[config.mk]
export PLATFORM = sky130hd
export DESIGN_NAME = lru_page_replacement_core
export DESIGN_NICKNAME = d
export VERILOG_FILES = /design/src/lpr_pkg.sv /design/src/lpr_ram.sv /design/src/lpr_ctrl.sv /design/src/lpr_datapath.sv /design/src/lru_page_replacement_core.sv
export SDC_FILE = /design/constraint.sdc
export NUM_CORES = 1
export LEC_CHECK = 0
export BUFFER_PORTS_ARGS = -buffer_cell sky130_fd_sc_hd__buf_2
export CAP_MARGIN = 10
export CORE_UTILIZATION = 55
export DETAILED_ROUTE_END_ITERATION = 8
export GPL_ROUTABILITY_DRIVEN = 0
export GPL_TIMING_DRIVEN = 0
export PLACE_DENSITY = 0.79
export SLEW_MARGIN = 10
export SYNTH_ARGS = -nofsm -noshare
export SYNTH_HDL_FRONTEND = slang
export SYNTH_SLANG_ARGS = --single-unit
[constraint.sdc]
create_clock -name clk -period 5 [get_ports clk]
set_clock_uncertainty 0.2 [all_clocks]
set_input_delay 0.25 -clock clk [delete_from_list [all_inputs] [get_ports clk]]
set_output_delay 0.25 -clock clk [all_outputs]
set_load 0.01 [all_outputs]
[src/lpr_pkg.sv]
package lpr_pkg;

    // Fixed field widths of the frame table interface.
    localparam int FRAME_IDX_W = 4;
    localparam int CFG_W       = 5;
    localparam int COUNT_W     = 32;

    // Frame count after reset.
    localparam logic [CFG_W-1:0] CFG_RESET = 5'd16;

    // Commands from the controller to the datapath.
    typedef struct packed {
        logic load;
        logic issue;
        logic commit;
    } lpr_cmd_t;

    // Status from the datapath to the controller.
    typedef struct packed {
        logic scan_last;
    } lpr_status_t;

endpackage

[src/lpr_ram.sv]
module lpr_ram #(
    parameter int WIDTH = 16,
    parameter int DEPTH = 16
) (
    input  logic                                      clk,
    input  logic                                      we,
    input  logic [((DEPTH > 1) ? $clog2(DEPTH) : 1)-1:0] waddr,
    input  logic [WIDTH-1:0]                          wdata,
    input  logic [((DEPTH > 1) ? $clog2(DEPTH) : 1)-1:0] raddr,
    output logic [WIDTH-1:0]                          rdata
);

    logic [WIDTH-1:0] mem_reg [DEPTH];
    logic [WIDTH-1:0] rdata_reg;

    // One write port and one registered read port.
    always_ff @(posedge clk)
    begin
        if (we)
        begin
            mem_reg[waddr] <= wdata;
        end
        rdata_reg <= mem_reg[raddr];
    end

    assign rdata = rdata_reg;

endmodule

[src/lpr_ctrl.sv]
module lpr_ctrl (
    input  logic                 clk,
    input  logic                 rst_n,
    input  logic                 start,
    input  lpr_pkg::lpr_status_t status,
    output lpr_pkg::lpr_cmd_t    cmd,
    output logic                 busy
);

    typedef enum logic [3:0] {
        ST_IDLE   = 4'b0001,
        ST_SCAN   = 4'b0010,
        ST_LAST   = 4'b0100,
        ST_UPDATE = 4'b1000
    } state_t;

    state_t state_reg;
    state_t state_next;

    // State register.
    always_ff @(posedge clk or negedge rst_n)
    begin
        if (!rst_n)
        begin
            state_reg <= ST_IDLE;
        end
        else
        begin
            state_reg <= state_next;
        end
    end

    // Sequencing: load the reference, scan the frames, finish the last
    // compare, then commit the update and the result.
    always_comb
    begin
        state_next = state_reg;
        cmd        = '0;
        unique case (state_reg)
            ST_IDLE:
            begin
                if (start)
                begin
                    cmd.load   = 1'b1;
                    state_next = ST_SCAN;
                end
            end
            ST_SCAN:
            begin
                cmd.issue = 1'b1;
                if (status.scan_last)
                begin
                    state_next = ST_LAST;
                end
            end
            ST_LAST:
            begin
                state_next = ST_UPDATE;
            end
            ST_UPDATE:
            begin
                cmd.commit = 1'b1;
                state_next = ST_IDLE;
            end
            default:
            begin
                state_next = ST_IDLE;
            end
        endcase
    end

    assign busy = (state_reg != ST_IDLE);

endmodule

[src/lpr_datapath.sv]
module lpr_datapath #(
    parameter int MAX_FRAMES = 16,
    parameter int PAGE_BITS  = 16
) (
    input  logic                               clk,
    input  logic                               rst_n,
    input  lpr_pkg::lpr_cmd_t                  cmd,
    output lpr_pkg::lpr_status_t               status,
    input  logic [PAGE_BITS-1:0]               page_number,
    input  logic                               cfg_we,
    input  logic [lpr_pkg::CFG_W-1:0]          cfg_data,
    output logic                               done,
    output logic                               hit,
    output logic [lpr_pkg::FRAME_IDX_W-1:0]    frame_index,
    output logic                               evicted_valid,
    output logic [PAGE_BITS-1:0]               evicted_page,
    output logic [lpr_pkg::COUNT_W-1:0]        fault_count
);

    localparam int IW = (MAX_FRAMES > 1) ? $clog2(MAX_FRAMES) : 1;
    localparam int OW = IW + 1;
    localparam logic [OW-1:0] OLD_EMPTY = OW'(MAX_FRAMES);
    localparam logic [IW-1:0] RANK_TOP  = IW'(MAX_FRAMES - 1);
    localparam logic [IW-1:0] IDX_TOP   = IW'(MAX_FRAMES - 1);

    // Configuration and per-transaction context.
    logic [lpr_pkg::CFG_W-1:0] frames_reg;
    logic [PAGE_BITS-1:0]      page_reg;
    logic [IW-1:0]             last_idx_reg;
    logic [IW-1:0]             last_idx_next;

    // Scan pipeline.
    logic [IW-1:0]             rd_idx_reg;
    logic                      cmp_vld_reg;
    logic [IW-1:0]             cmp_idx_reg;
    logic [PAGE_BITS-1:0]      ram_rdata;

    // Scan results.
    logic                      found_reg;
    logic [IW-1:0]             hit_idx_reg;
    logic [IW-1:0]             hit_rank_reg;
    logic                      empty_reg;
    logic [IW-1:0]             empty_idx_reg;
    logic [IW-1:0]             best_rank_reg;
    logic [IW-1:0]             victim_idx_reg;
    logic [PAGE_BITS-1:0]      victim_page_reg;

    // Frame state.
    logic                      valid_reg [MAX_FRAMES];
    logic                      valid_next [MAX_FRAMES];
    logic [IW-1:0]             rank_reg [MAX_FRAMES];
    logic [IW-1:0]             rank_next [MAX_FRAMES];
    logic [lpr_pkg::COUNT_W-1:0] fault_reg;

    // Result registers.
    logic                      done_reg;
    logic                      hit_out_reg;
    logic [lpr_pkg::FRAME_IDX_W-1:0] frame_out_reg;
    logic                      ev_valid_out_reg;
    logic [PAGE_BITS-1:0]      ev_page_out_reg;

    // Compare-stage and commit-stage helpers.
    logic                      cur_valid;
    logic [IW-1:0]             cur_rank;
    logic                      cur_match;
    logic [IW-1:0]             slot;
    logic [OW-1:0]             old_rank;
    logic                      is_evict;

    // Clamp the frame count to 1..MAX_FRAMES and keep the last index.
    always_comb
    begin
        priority if (frames_reg == '0)
        begin
            last_idx_next = '0;
        end
        else if (32'(frames_reg) > MAX_FRAMES)
        begin
            last_idx_next = IDX_TOP;
        end
        else
        begin
            last_idx_next = IW'(frames_reg - lpr_pkg::CFG_W'(1));
        end
    end

    // Frame count register, written over the configuration channel.
    always_ff @(posedge clk or negedge rst_n)
    begin
        if (!rst_n)
        begin
            frames_reg <= lpr_pkg::CFG_RESET;
        end
        else if (cfg_we)
        begin
            frames_reg <= cfg_data;
        end
    end

    // Page storage: read one frame per cycle, write on a fault.
    lpr_ram #(
        .WIDTH (PAGE_BITS),
        .DEPTH (MAX_FRAMES)
    ) u_page_ram (
        .clk   (clk),
        .we    (cmd.commit && !found_reg),
        .waddr (slot),
        .wdata (page_reg),
        .raddr (rd_idx_reg),
        .rdata (ram_rdata)
    );

    assign status.scan_last = (rd_idx_reg == last_idx_reg);

    // State of the frame under compare; its page arrives from the RAM.
    assign cur_valid = valid_reg[cmp_idx_reg];
    assign cur_rank  = rank_reg[cmp_idx_reg];
    assign cur_match = cur_valid && (ram_rdata == page_reg);

    // Scan control and flags.
    always_ff @(posedge clk or negedge rst_n)
    begin
        if (!rst_n)
        begin
            rd_idx_reg   <= '0;
            cmp_vld_reg  <= 1'b0;
            found_reg    <= 1'b0;
            empty_reg    <= 1'b0;
            last_idx_reg <= '0;
        end
        else if (cmd.load)
        begin
            rd_idx_reg   <= '0;
            cmp_vld_reg  <= 1'b0;
            found_reg    <= 1'b0;
            empty_reg    <= 1'b0;
            last_idx_reg <= last_idx_next;
        end
        else
        begin
            if (cmd.issue)
            begin
                rd_idx_reg <= rd_idx_reg + IW'(1);
            end
            cmp_vld_reg <= cmd.issue;
            if (cmp_vld_reg && cur_match)
            begin
                found_reg <= 1'b1;
            end
            if (cmp_vld_reg && !cur_valid)
            begin
                empty_reg <= 1'b1;
            end
        end
    end

    // Scan payload: first match, first empty frame, oldest frame.
    always_ff @(posedge clk)
    begin
        cmp_idx_reg <= rd_idx_reg;
        if (cmd.load)
        begin
            page_reg <= page_number;
        end
        if (cmp_vld_reg)
        begin
            if (cur_match && !found_reg)
            begin
                hit_idx_reg  <= cmp_idx_reg;
                hit_rank_reg <= cur_rank;
            end
            if (!cur_valid && !empty_reg)
            begin
                empty_idx_reg <= cmp_idx_reg;
            end
            if ((cmp_idx_reg == '0) || (cur_rank > best_rank_reg))
            begin
                best_rank_reg   <= cur_rank;
                victim_idx_reg  <= cmp_idx_reg;
                victim_page_reg <= ram_rdata;
            end
        end
    end

    // Frame chosen for this reference and its rank before the update.
    always_comb
    begin
        priority if (found_reg)
        begin
            slot     = hit_idx_reg;
            old_rank = {1'b0, hit_rank_reg};
        end
        else if (empty_reg)
        begin
            slot     = empty_idx_reg;
            old_rank = OLD_EMPTY;
        end
        else
        begin
            slot     = victim_idx_reg;
            old_rank = {1'b0, best_rank_reg};
        end
    end

    assign is_evict = !found_reg && !empty_reg;

    // Recency update: the chosen frame becomes newest, younger frames age.
    always_comb
    begin
        for (int j = 0; j < MAX_FRAMES; j++)
        begin
            rank_next[j]  = rank_reg[j];
            valid_next[j] = valid_reg[j];
            if (cmd.commit)
            begin
                if (IW'(j) == slot)
                begin
                    rank_next[j]  = '0;
                    valid_next[j] = 1'b1;
                end
                else if (valid_reg[j] && ({1'b0, rank_reg[j]} < old_rank) &&
                         (rank_reg[j] < RANK_TOP))
                begin
                    rank_next[j] = rank_reg[j] + IW'(1);
                end
            end
        end
    end

    // Frame state and the saturating fault counter.
    always_ff @(posedge clk or negedge rst_n)
    begin
        if (!rst_n)
        begin
            for (int j = 0; j < MAX_FRAMES; j++)
            begin
                valid_reg[j] <= 1'b0;
                rank_reg[j]  <= '0;
            end
            fault_reg <= '0;
            done_reg  <= 1'b0;
        end
        else
        begin
            for (int j = 0; j < MAX_FRAMES; j++)
            begin
                valid_reg[j] <= valid_next[j];
                rank_reg[j]  <= rank_next[j];
            end
            if (cmd.commit && !found_reg && (fault_reg != '1))
            begin
                fault_reg <= fault_reg + lpr_pkg::COUNT_W'(1);
            end
            done_reg <= cmd.commit;
        end
    end

    // Result payload, registered on the commit and held until the next commit.
    always_ff @(posedge clk)
    begin
        if (cmd.commit)
        begin
            hit_out_reg      <= found_reg;
            frame_out_reg    <= lpr_pkg::FRAME_IDX_W'(slot);
            ev_valid_out_reg <= is_evict;
            ev_page_out_reg  <= is_evict ? victim_page_reg : '0;
        end
    end

    assign done          = done_reg;
    assign hit           = hit_out_reg;
    assign frame_index   = frame_out_reg;
    assign evicted_valid = ev_valid_out_reg;
    assign evicted_page  = ev_page_out_reg;
    assign fault_count   = fault_reg;

endmodule

[src/lru_page_replacement_core.sv]
// Channel        Handshake                 Payload
// reference in   start, busy               page_number
// frame count    cfg_valid, cfg_ready      cfg_data
// result out     done (one-cycle strobe)   hit, frame_index, evicted_valid,
//                                          evicted_page, fault_count
//
// A reference is taken when start is high and busy is low; busy then stays
// high through the scan of the N frames, N being the clamped frame count,
// the last compare and the update, and the result strobe marks the first
// cycle with busy low again, when the next reference may already be taken.
// The page RAM is scanned one frame per cycle through its single read port.
// Reset empties every frame, clears the fault count and sets the frame count
// to 16. Frame count writes wait while busy or start is high; results cannot
// be stalled.
module lru_page_replacement_core #(
    parameter int MAX_FRAMES = 16,
    parameter int PAGE_BITS  = 16
) (
    input  logic                            clk,
    input  logic                            rst_n,
    input  logic                            start,
    output logic                            busy,
    input  logic [PAGE_BITS-1:0]            page_number,
    input  logic                            cfg_valid,
    output logic                            cfg_ready,
    input  logic [lpr_pkg::CFG_W-1:0]       cfg_data,
    output logic                            done,
    output logic                            hit,
    output logic [lpr_pkg::FRAME_IDX_W-1:0] frame_index,
    output logic                            evicted_valid,
    output logic [PAGE_BITS-1:0]            evicted_page,
    output logic [lpr_pkg::COUNT_W-1:0]     fault_count
);

    lpr_pkg::lpr_cmd_t    cmd;
    lpr_pkg::lpr_status_t status;

    // Configuration is taken only when no transaction is in flight or starting.
    assign cfg_ready = !busy && !start;

    // Sequencer.
    lpr_ctrl u_ctrl (
        .clk    (clk),
        .rst_n  (rst_n),
        .start  (start),
        .status (status),
        .cmd    (cmd),
        .busy   (busy)
    );

    // Frame table, recency order and fault counter.
    lpr_datapath #(
        .MAX_FRAMES (MAX_FRAMES),
        .PAGE_BITS  (PAGE_BITS)
    ) u_datapath (
        .clk           (clk),
        .rst_n         (rst_n),
        .cmd           (cmd),
        .status        (status),
        .page_number   (page_number),
        .cfg_we        (cfg_valid && cfg_ready),
        .cfg_data      (cfg_data),
        .done          (done),
        .hit           (hit),
        .frame_index   (frame_index),
        .evicted_valid (evicted_valid),
        .evicted_page  (evicted_page),
        .fault_count   (fault_count)
    );

endmodule

## Word level (Yosys, flattened, before mapping)

Memory sizes are Yosys's and may differ from the RTL's. A register that Yosys moved wholly into a read port is not among the register bits.
Index checks and enable logic that the tools add are counted.

- Memory bits (writable): 256
- Output and inout bits: 57
- Memories: 1
- Bits in registers: 211

Memory list:

| name | depth | width | rd ports | clocked after memory_dff | write ports | RTL line | text |
|---|---|---|---|---|---|---|---|
| u_datapath.u_page_ram.mem_reg | 16 | 16 | 1 | 1 | 1 | lpr_ram.sv:13 | `logic [WIDTH-1:0] mem_reg [DEPTH];` |

- Order comparisons: 35
- Bitwise logic cells: 1
- Mux-type cells: 60
- Eq/ne operators: 25
- Reductions and logical operators: 106
- $add $sub $neg: 19

Operators with widths:

| operator | number |
|---|---|
| 4-bit 2-to-1 mux | 42 |
| 4-bit by 5-bit less-than comparator with 1-bit output | 16 |
| 2-bit AND reduction | 36 |
| 4-bit by 1-bit adder with 4-bit output (second input constant) | 17 |
| 4-bit less-than comparator (second input constant) | 16 |
| 1-bit logical AND | 42 |
| 2-bit nonzero test | 19 |
| 32-bit by 1-bit adder with 32-bit output (second input constant) | 1 |
| 4-bit == test (first input constant) | 8 |
| 32-bit inequality test (second input constant) | 1 |
| 4-bit binary-select mux with 4-bit select | 1 |
| 16-bit == test | 1 |
| 3-bit by 4-bit == test with 1-bit output (first input constant) | 4 |
| 1-bit 2-to-1 mux | 13 |
| 4-bit case mux with 3 select lines | 1 |
| 5-bit 2-to-1 mux | 2 |
| 2-bit by 4-bit == test with 1-bit output (first input constant) | 2 |
| 4-bit logical NOT | 2 |
| 5-bit >= comparator (second input constant) | 1 |
| 5-bit greater-than comparator (second input constant) | 1 |
| 1-bit logical NOT | 5 |
| 5-bit logical NOT | 1 |
| 4-bit NOT with 5-bit output | 1 |
| 1-bit binary-select mux with 4-bit select | 1 |
| 11 further kinds | 12 |

## Logic depth before layout (Yosys ltp)

Gate-level depths: netlist of the first run.

- Depth after elaboration: 8
- Gate-level depth with buffers: 11
- Gate-level depth less buffers: 10

## Hierarchy

From an unflattened synthesis of the first run, not the netlist that was laid out.

- Cells, all modules: 1466
- Area, all modules: 21727.1 um2

Modules (own cells, without submodules):

| module | instances | sequential area each (um2) | cells each | area each (um2) |
|---|---|---|---|---|
| lpr_datapath | 1 | 5531.6 | 1012 | 11439.7 |
| lpr_ram | 1 | 8007.7 | 432 | 10043.4 |
| lpr_ctrl | 1 | 101.3 | 20 | 227.7 |
| lru_page_replacement_core | 1 | 0.0 | 2 | 16.3 |

## Least setup slack after synthesis of the first run

No wires, ideal clock.

- Kind: flip-flop to flip-flop
- Start: register u_datapath.cmp_idx_reg[0]
- End: register u_datapath.best_rank_reg[0] (enable)
- Slack: 0.979 ns
- Buffers on the path: 2
- Period minus slack after synthesis: 4.021 ns
- Data required time: 4.418 ns
- Arrival time: 3.439 ns
- Cell stages (with the launch flop): 12
- Library setup time: 0.382 ns
- Path through: dfxtp_1 -> buf_2 -> buf_2 -> mux4_2 -> mux4_2 -> ha_1 -> nor2b_1 -> o21ai_0 -> nand2b_1 -> a21oi_1 -> a41oi_1 -> o21a_1

- Longest elaborated chain between the ends: 7
- Elaborated cells on any way between the ends: 8

RTL lines:

| element | RTL line | text |
|---|---|---|
| start, declared | lpr_datapath.sv:35 | `logic [IW-1:0] cmp_idx_reg;` |
| start signal, assigned | lpr_datapath.sv:160 | `cmp_idx_reg <= rd_idx_reg;` |
| 4-bit NOT with 5-bit output (implied by the code) | lpr_datapath.sv:117 | `assign cur_rank = rank_reg[cmp_idx_reg];` |
| 4-bit binary-select mux with 4-bit select | lpr_datapath.sv:117 |  |
| 4-bit 2-to-1 mux (implied by the code) (2 in series) | lpr_datapath.sv:117 |  |
| net u_datapath.cur_rank[1] | lpr_datapath.sv:64 | `logic [IW-1:0] cur_rank;` |
| 4-bit greater-than comparator | lpr_datapath.sv:176 | `if ((cmp_idx_reg == '0) \|\| (cur_rank > best_rank_reg))` |
| 1-bit logical OR | lpr_datapath.sv:176 |  |
| 2-bit AND reduction (no line) | - |  |
| end signal, assigned | lpr_datapath.sv:178 | `best_rank_reg <= cur_rank;` |
| end, declared | lpr_datapath.sv:44 | `logic [IW-1:0] best_rank_reg;` |

The timed path passes the listed nets, and every way through them passes these cells. The select of a mux whose other input is x is not followed.
A chain may end at the register's enable or synchronous reset.

## Worst setup path in the final report of the first run

- Start: register u_datapath.cmp_idx_reg[1]
- End: register u_datapath.victim_page_reg[5] (enable)

- Longest elaborated chain between the ends: 7
- Elaborated cells on any way between the ends: 8

RTL lines:

| element | RTL line | text |
|---|---|---|
| 4-bit NOT with 5-bit output (implied by the code) | lpr_datapath.sv:117 |  |
| 4-bit binary-select mux with 4-bit select | lpr_datapath.sv:117 |  |
| 4-bit 2-to-1 mux (implied by the code) (2 in series) | lpr_datapath.sv:117 |  |
| net u_datapath.cur_rank[1] | lpr_datapath.sv:64 |  |
| 4-bit greater-than comparator | lpr_datapath.sv:176 |  |
| 1-bit logical OR | lpr_datapath.sv:176 |  |
| 2-bit AND reduction (no line) | - |  |
| end signal, assigned | lpr_datapath.sv:180 | `victim_page_reg <= ram_rdata;` |
| end, declared | lpr_datapath.sv:46 | `logic [PAGE_BITS-1:0] victim_page_reg;` |

The timed path passes the listed nets, and every way through them passes these cells. The select of a mux whose other input is x is not followed.

==> impl_metrics.yaml, run 1 <==
clock_tree:
  htreeDepth: 2
  numCtsBuffers: 49
  post_cts_buffers: 0
  numClockSinks: 483
  max-clock-path-buffers: 3
  clkTransAtPathRegs_ps: 60
  cts_root_buffer: "clkbuf_16"
  cts_tree: "yes"
  clk_latency_ps: 600
finish:
  area_delta_synth_final_pct: 16.9
  diodes: 0
  fin_nets: 1639
  regArea_um2: 13600
  drive_gt1_share_pct: 24.6
  multiInputGateArea_um2: 7170
  largest_reg_flops: 256
  n_fill_cell: 2564
power:
  power.leakage_uw: 0.00922
  finalPower_uw: 11200
  powerDensity_nw_per_um2: 453
  ir_drop_uv: 373
place:
  dpl_worst_slack_ps: 171
  hpwl_um: 33800
  port_buffers: 81
setup_path:
  path_cells: "clkbuf_1 -> clkbuf_1 -> mux4_2 -> mux4_2 -> ha_1 -> nor2b_1 -> o21ai_0 -> nand2b_1 -> a21oi_1 -> a41oi_1 -> o21a_2"
  cp_data_arrival_time_ps: 4810
  worstSetupPathType: "reg2reg"
  slowest_delay_ps: 720
  cp_num_buf_inv: 2
  reg2regPathDepth: 11
  crit_family: "buffers and inverters"
  r2r_end: "u_datapath.victim_page_reg[5]"
  worstSetupStartpointType: "flip-flop"
  path_depth: 11
  worst_setup_path_end_kind: "flip-flop"
  r2r_setup_slack_ps: 210
  required_ps: 5020
  path_max_fanout: 24
  critical-path-slowest-cell: "o21a_2"
  rr_startpoint: "u_datapath.cmp_idx_reg[1]"
logic_synthesis:
  synthAdderAreaFrac_pct: 3.36
  postSynthRegisterBits: 483
  synth_simple_gate_area_share_pct: 8.98
  synth_edf_count: 330
  synthArstFlopShare_pct: 27.5
  yosysSeqAreaShare_pct: 64.7
  synth_top_family_by_area: "multiplexers"
  syn_nets: 1444
  yosys_most_used_dff: "edfxtp_1"
  synth_compound_area_share_pct: 5.91
  synth_cell_types: 70
  synth_area_um2: 21100
  synthXorXnorAreaFrac_pct: 2.53
  syn_inst: 1364
  synth.area.mux_share_pct: 12.8
  ys_warn_count: 0
  avgSynthCellArea_um2: 15.5
route:
  highest_layer: "met4"
  wl_met2_um: 26000
  vias: 13500
  drcViolationCount: 0
  viasPerCell: 6.40
  drtPass1Iterations: 5
  ant_nets: 0
  met3RoutedLength_um: 4620
  wirelength_um: 53200
  wl_met1_um: 20200
  wl_per_cell_um: 25.2
  drtIter0Drc: 1291
sta:
  finalCriticalPeriod_ps: 4790
  max_freq_mhz: 209
  maxSlewViolCount: 0
  slew_headroom_pct: 23.0
  finalHoldViolations: 0
  setup_viol: 0
  rsz0062_at_grt: "false"
  worst_pin_slew_ps: 1150
  min_period_over_period_pct: 95.8
  setup_ws_ps: 208
status:
  status: "finished, final reports clean"
grt:
  grt_max_degree: 74
  grt_pass1_vias: 13600
  grt.overflow.total: 0
  gr-usage-all-layers_pct: 28.0
  antenna_found_initial: 0
  grt_pass1_wl_um: 80800
floorplanning:
  initial_core_util_pct: 56.0
  fp.dieW_um: 198
  ios: 82
  dieArea_um2: 39100
  die_h_um: 198
  core_region_area_um2: 37700
  rows: 71
run:
  cap_viol_max_count: 0
worst_hold_path:
  hold_class: "in2async"
## cell usage after synthesis, drive strengths merged, types with 20 or more instances
cell / count / share of area (%)
edfxtp: 330 / 47
ha: 55 / 3.3
o21ai: 44 / 1.1
dfrtp: 131 / 16
mux4: 105 / 11
xnor2: 48 / 2.0
inv: 31 / 0.55
buf: 24 / 0.61
clkbuf: 31 / 0.55
dfxtp: 20 / 1.9
a21oi: 40 / 1.1
mux2i: 22 / 1.0
nand2: 69 / 1.2
nor2: 56 / 1.0
nand2b: 20 / 0.59
nand3: 84 / 2.0
nor3: 26 / 0.62
## cell families after synthesis
group	after synthesis
AO/OA/AOI/OAI	178
XOR/XNOR	61
adder cells (fa/ha/maj)	57
buffers and inverters	88
flip-flops	483
multiplexers	137
AND/OR/NAND/NOR	360
## area by class of cell
type / count / share of cell area, %
inverters: 33 / 0.508
multi-input cells: 793 / 29.1
clock inverters: 30 / 1.88
well taps: 511 / 2.59
clock buffers: 61 / 5.36
flip-flops and latches: 483 / 55.3
plain buffers: 55 / 0.990
repair buffers: 144 / 4.24
## where the power goes
part	internal, uW	total [uW]	switching (uW)
sequential	4680	4990	308
combinational	887	2110	1220
clock	2460	4060	1600
total	8030	11200	3130
## worst max path at each step
stage / startpoint / to / slack [ps]
2_1_floorplan: u_datapath.cmp_idx_reg[0] / u_datapath.best_rank_reg[0] / 980
3_3_place_gp: u_ctrl.state_reg[1] / u_datapath.u_page_ram.mem_reg[6][4] / -780
3_5_place_dp: u_datapath.found_reg / u_datapath.rank_reg[39] / 170
4_1_cts: u_datapath.found_reg / u_datapath.rank_reg[39] / 150
5_1_grt: u_datapath.cmp_idx_reg[1] / u_datapath.victim_page_reg[5] / 70
6_report: u_datapath.cmp_idx_reg[1] / u_datapath.victim_page_reg[5] / 210
## worst reg2reg max path, stage by stage (launching register included)
cell      delay [ps]
dfxtp_1          470
clkbuf_1         560
clkbuf_1         630
mux4_2           460
mux4_2           540
ha_1             330
nor2b_1          130
o21ai_0           80
nand2b_1          70
a21oi_1           60
a41oi_1          160
o21a_2           720
## stage by stage
stage               setup TNS, ps  utilization (%)  cell area, um2  cells  hold WS [ps]
floorplan                       0                -           21100   1364          -246
global placement          -140790             58.8           22100   1956           149
detailed placement              0             60.0           22600   1991           129
CTS                             0             65.4           24600   2110          78.6
global route                    0             65.4           24700   2110           133
finish                          0             65.4           24700   2110          57.6
## layer usage
| layer | GRT usage [%] | up-vias |
|---|---|---|
| met4 | 13.4 | 0 |
| met2 | 45.6 | 810 |
| li1 | - | 5707 |
| met5 | 0 | - |
| met3 | 4.74 | 142 |
| met1 | 36.8 | 6842 |
## cell usage in the layout, fill, tap and decap left out, drive strengths merged, types with 15 or more instances in the layout
cell and count:
edfxtp 330, buf 140, dfrtp 131, mux4 105, clkbuf 92, nand3 84, nand2 69, nor2 56
ha 55, xnor2 48, o21ai 44, a21oi 40, inv 34, dlygate4sd3 28, nor3 26, mux2i 22
nand2b 20, dfxtp 20, and2 18, nand4 17, or2 17, a211oi 15
## repair_timing
item | 4_1_cts | 5_1_grt
setup endpoints to repair | 0 | 2
hold endpoints to repair | 96 | 0
hold buffers | 28 | 0
resized for setup | 0 | 1
Power figures use the tool's default switching activity.
==> run 2, diff against run 1 <==
--- a/config.mk
+++ b/config.mk
@@ -5,14 +5,14 @@
 export SDC_FILE = /design/constraint.sdc
 export NUM_CORES = 1
 export LEC_CHECK = 0
-export BUFFER_PORTS_ARGS = -buffer_cell sky130_fd_sc_hd__buf_2
+export BUFFER_PORTS_ARGS = -buffer_cell sky130_fd_sc_hd__clkbuf_2
 export CAP_MARGIN = 10
 export CORE_UTILIZATION = 55
 export DETAILED_ROUTE_END_ITERATION = 8
 export GPL_ROUTABILITY_DRIVEN = 0
 export GPL_TIMING_DRIVEN = 0
+export MAX_ROUTING_LAYER = met4
 export PLACE_DENSITY = 0.79
-export SLEW_MARGIN = 10
 export SYNTH_ARGS = -nofsm -noshare
 export SYNTH_HDL_FRONTEND = slang
 export SYNTH_SLANG_ARGS = --single-unit
==> run 2 against run 1 <==
Net effect:
- via count fell by 1.2%
- cell count fell by 0.43%
- sequential share of layout area rose by 0.14 points
- clock power fell by 5.4%
- maximum frequency rose by 2.4%
- power fell by 1.7%
- global-route usage rose by 0.40 points
- worst setup slack improved by 110 ps
- worst hold slack improved by 38 ps
- highest routed layer unchanged
==> impl_metrics.yaml, run 2 (synthesis gave the netlist of run 1 again) <==
status:
  status: "finished, final reports clean"
finish:
  multiInputGateArea_um2: 7170
  layout_common_cells: "330 x edfxtp_1, 131 x dfrtp_1, 105 x mux4_2"
  largest_reg_flops: 256
  instances_no_fill: 2101
  final_area_um2: 24600
  fin_nets: 1631
  n_fill_cell: 2530
  diodes: 0
  area_delta_synth_final_pct: 16.6
  drive_gt1_share_pct: 23.9
  final_common_cell: "edfxtp_1"
  regArea_um2: 13600
sta:
  holdWs_ps: 95.7
  finalCriticalPeriod_ps: 4680
  rsz0062_at_grt: "false"
  maxSlewViolCount: 0
  tns_ps: 0
  slew_headroom_pct: 18.3
  worst_pin_slew_ps: 1220
  setup_viol: 0
  min_period_over_period_pct: 93.6
  max_freq_mhz: 214
  finalHoldViolations: 0
floorplanning:
  die_h_um: 198
  ios: 82
  initial_core_util_pct: 56.0
  dieArea_um2: 39100
  rows: 71
  fp.dieW_um: 198
  core_region_area_um2: 37700
route:
  drcViolationCount: 0
  wl_per_cell_um: 24.9
  vias: 13300
  drtIter0Drc: 1485
  ant_nets: 0
  wirelength_um: 52400
  drtPass1Iterations: 6
  viasPerCell: 6.35
setup_path:
  worstSetupPathType: "reg2reg"
  worst_setup_path_end_kind: "flip-flop"
  worstSetupStartpointType: "flip-flop"
  path_max_fanout: 14
  rr_startpoint: "u_datapath.cmp_idx_reg[1]"
  r2r_end: "u_datapath.victim_page_reg[3]"
  required_ps: 5080
  reg2regPathDepth: 12
  cp_data_arrival_time_ps: 4760
  r2r_setup_slack_ps: 320
place:
  dp.cells: 1981
  port_buffers: 81
  dpl_cell_area_um2: 22600
  hpwl_um: 33200
run:
  cap_viol_max_count: 0
power:
  power.leakage_uw: 0.00914
  pwr-share-seq_pct: 45.5
  p_sw_share_pct: 28.1
  finalPower_uw: 11000
  p_clk_share_pct: 35.0
  ir_drop_uv: 347
  combPwrFrac_pct: 19.5
  powerDensity_nw_per_um2: 446
  p_int_uw: 7880
  p_switching_uw: 3090
grt:
  grt_pass1_vias: 13200
  grt_pass1_wl_um: 79500
  grtUsageMet2_pct: 45.9
  grt-busiest-layer: "met2"
  met3_usage_pct: 4.26
  gr-usage-all-layers_pct: 28.4
  antenna_found_initial: 1
  gr-usage-met1_pct: 36.7
  grt.overflow.total: 0
  grt_max_degree: 110
clock_tree:
  max-clock-path-buffers: 3
  clk_latency_ps: 590
  clkTransAtPathRegs_ps: 60
  cts_root_buffer: "clkbuf_16"
  cts_tree: "yes"
  htreeDepth: 2
  numClockSinks: 483
  numCtsBuffers: 48
worst_hold_path:
  hold_class: "in2async"
run 2: power by group through the flow:
stage | clock, uW | sequential, uW | combinational (uW)
after floorplan | 0 | 4940 | 1380
after global placement | 0 | 5040 | 1910
after detailed placement | 0 | 5050 | 2010
after global routing | 4030 | 5020 | 2280
after CTS | 3860 | 4980 | 2090
final | 3840 | 4990 | 2140
run 2: per-layer routing:
metal	vias up	share of wire, %
met2	762	50
met4	0	3.5
met5	-	0
met3	145	8.8
met1	6746	38
li1	5684	-
run 2: timing repair:
action,in CTS,in global routing
hold endpoints to repair,154,0
hold buffers,29,0
endpoints found under the setup margin,0,17
gates resized for setup,0,2
buffers inserted,0,0
run 2: cell type report:
class                      count  area share, %
buffer                        55          0.992
clock buffer                  70           5.59
clock inverter                19           1.27
inverter                      33          0.509
multi-input combinational    793           29.2
sequential                   483           55.5
tap                          511           2.60
timing repair buffer         137           4.40
run 2: worst max-delay path by stage:
stage / cells after the start / slack, ps / endpoint / startpoint
after floorplan: 11 / 980 / u_datapath.best_rank_reg[0] / u_datapath.cmp_idx_reg[0]
after global placement: 6 / -680 / u_datapath.u_page_ram.mem_reg[5][4] / u_ctrl.state_reg[0]
after detailed placement: 12 / 140 / u_datapath.rank_reg[39] / u_datapath.found_reg
after CTS: 12 / 110 / u_datapath.rank_reg[39] / u_datapath.found_reg
after global routing: 12 / 190 / u_datapath.rank_reg[39] / u_datapath.found_reg
final: 12 / 320 / u_datapath.victim_page_reg[3] / u_datapath.cmp_idx_reg[1]
run 2: through the flow:
| step | util (%) | worst slack (ps) |
|---|---|---|
| after floorplan | - | 979 |
| after CTS | 65.1 | 108 |
| after global routing | 65.3 | 190 |
| after global placement | 58.8 | -679 |
| final | 65.3 | 318 |
| after detailed placement | 59.9 | 143 |
run 2: critical path, cell delays in order, from the launching register on:
cell and delay (ps):
dfxtp_1 470, clkbuf_1 550, clkbuf_1 640, mux4_2 450, mux4_2 540, ha_1 320, nor2b_1 120, o21ai_0 80
nand2b_1 80, a21oi_1 70, a41oi_1 170, o21a_2 430, buf_16 230
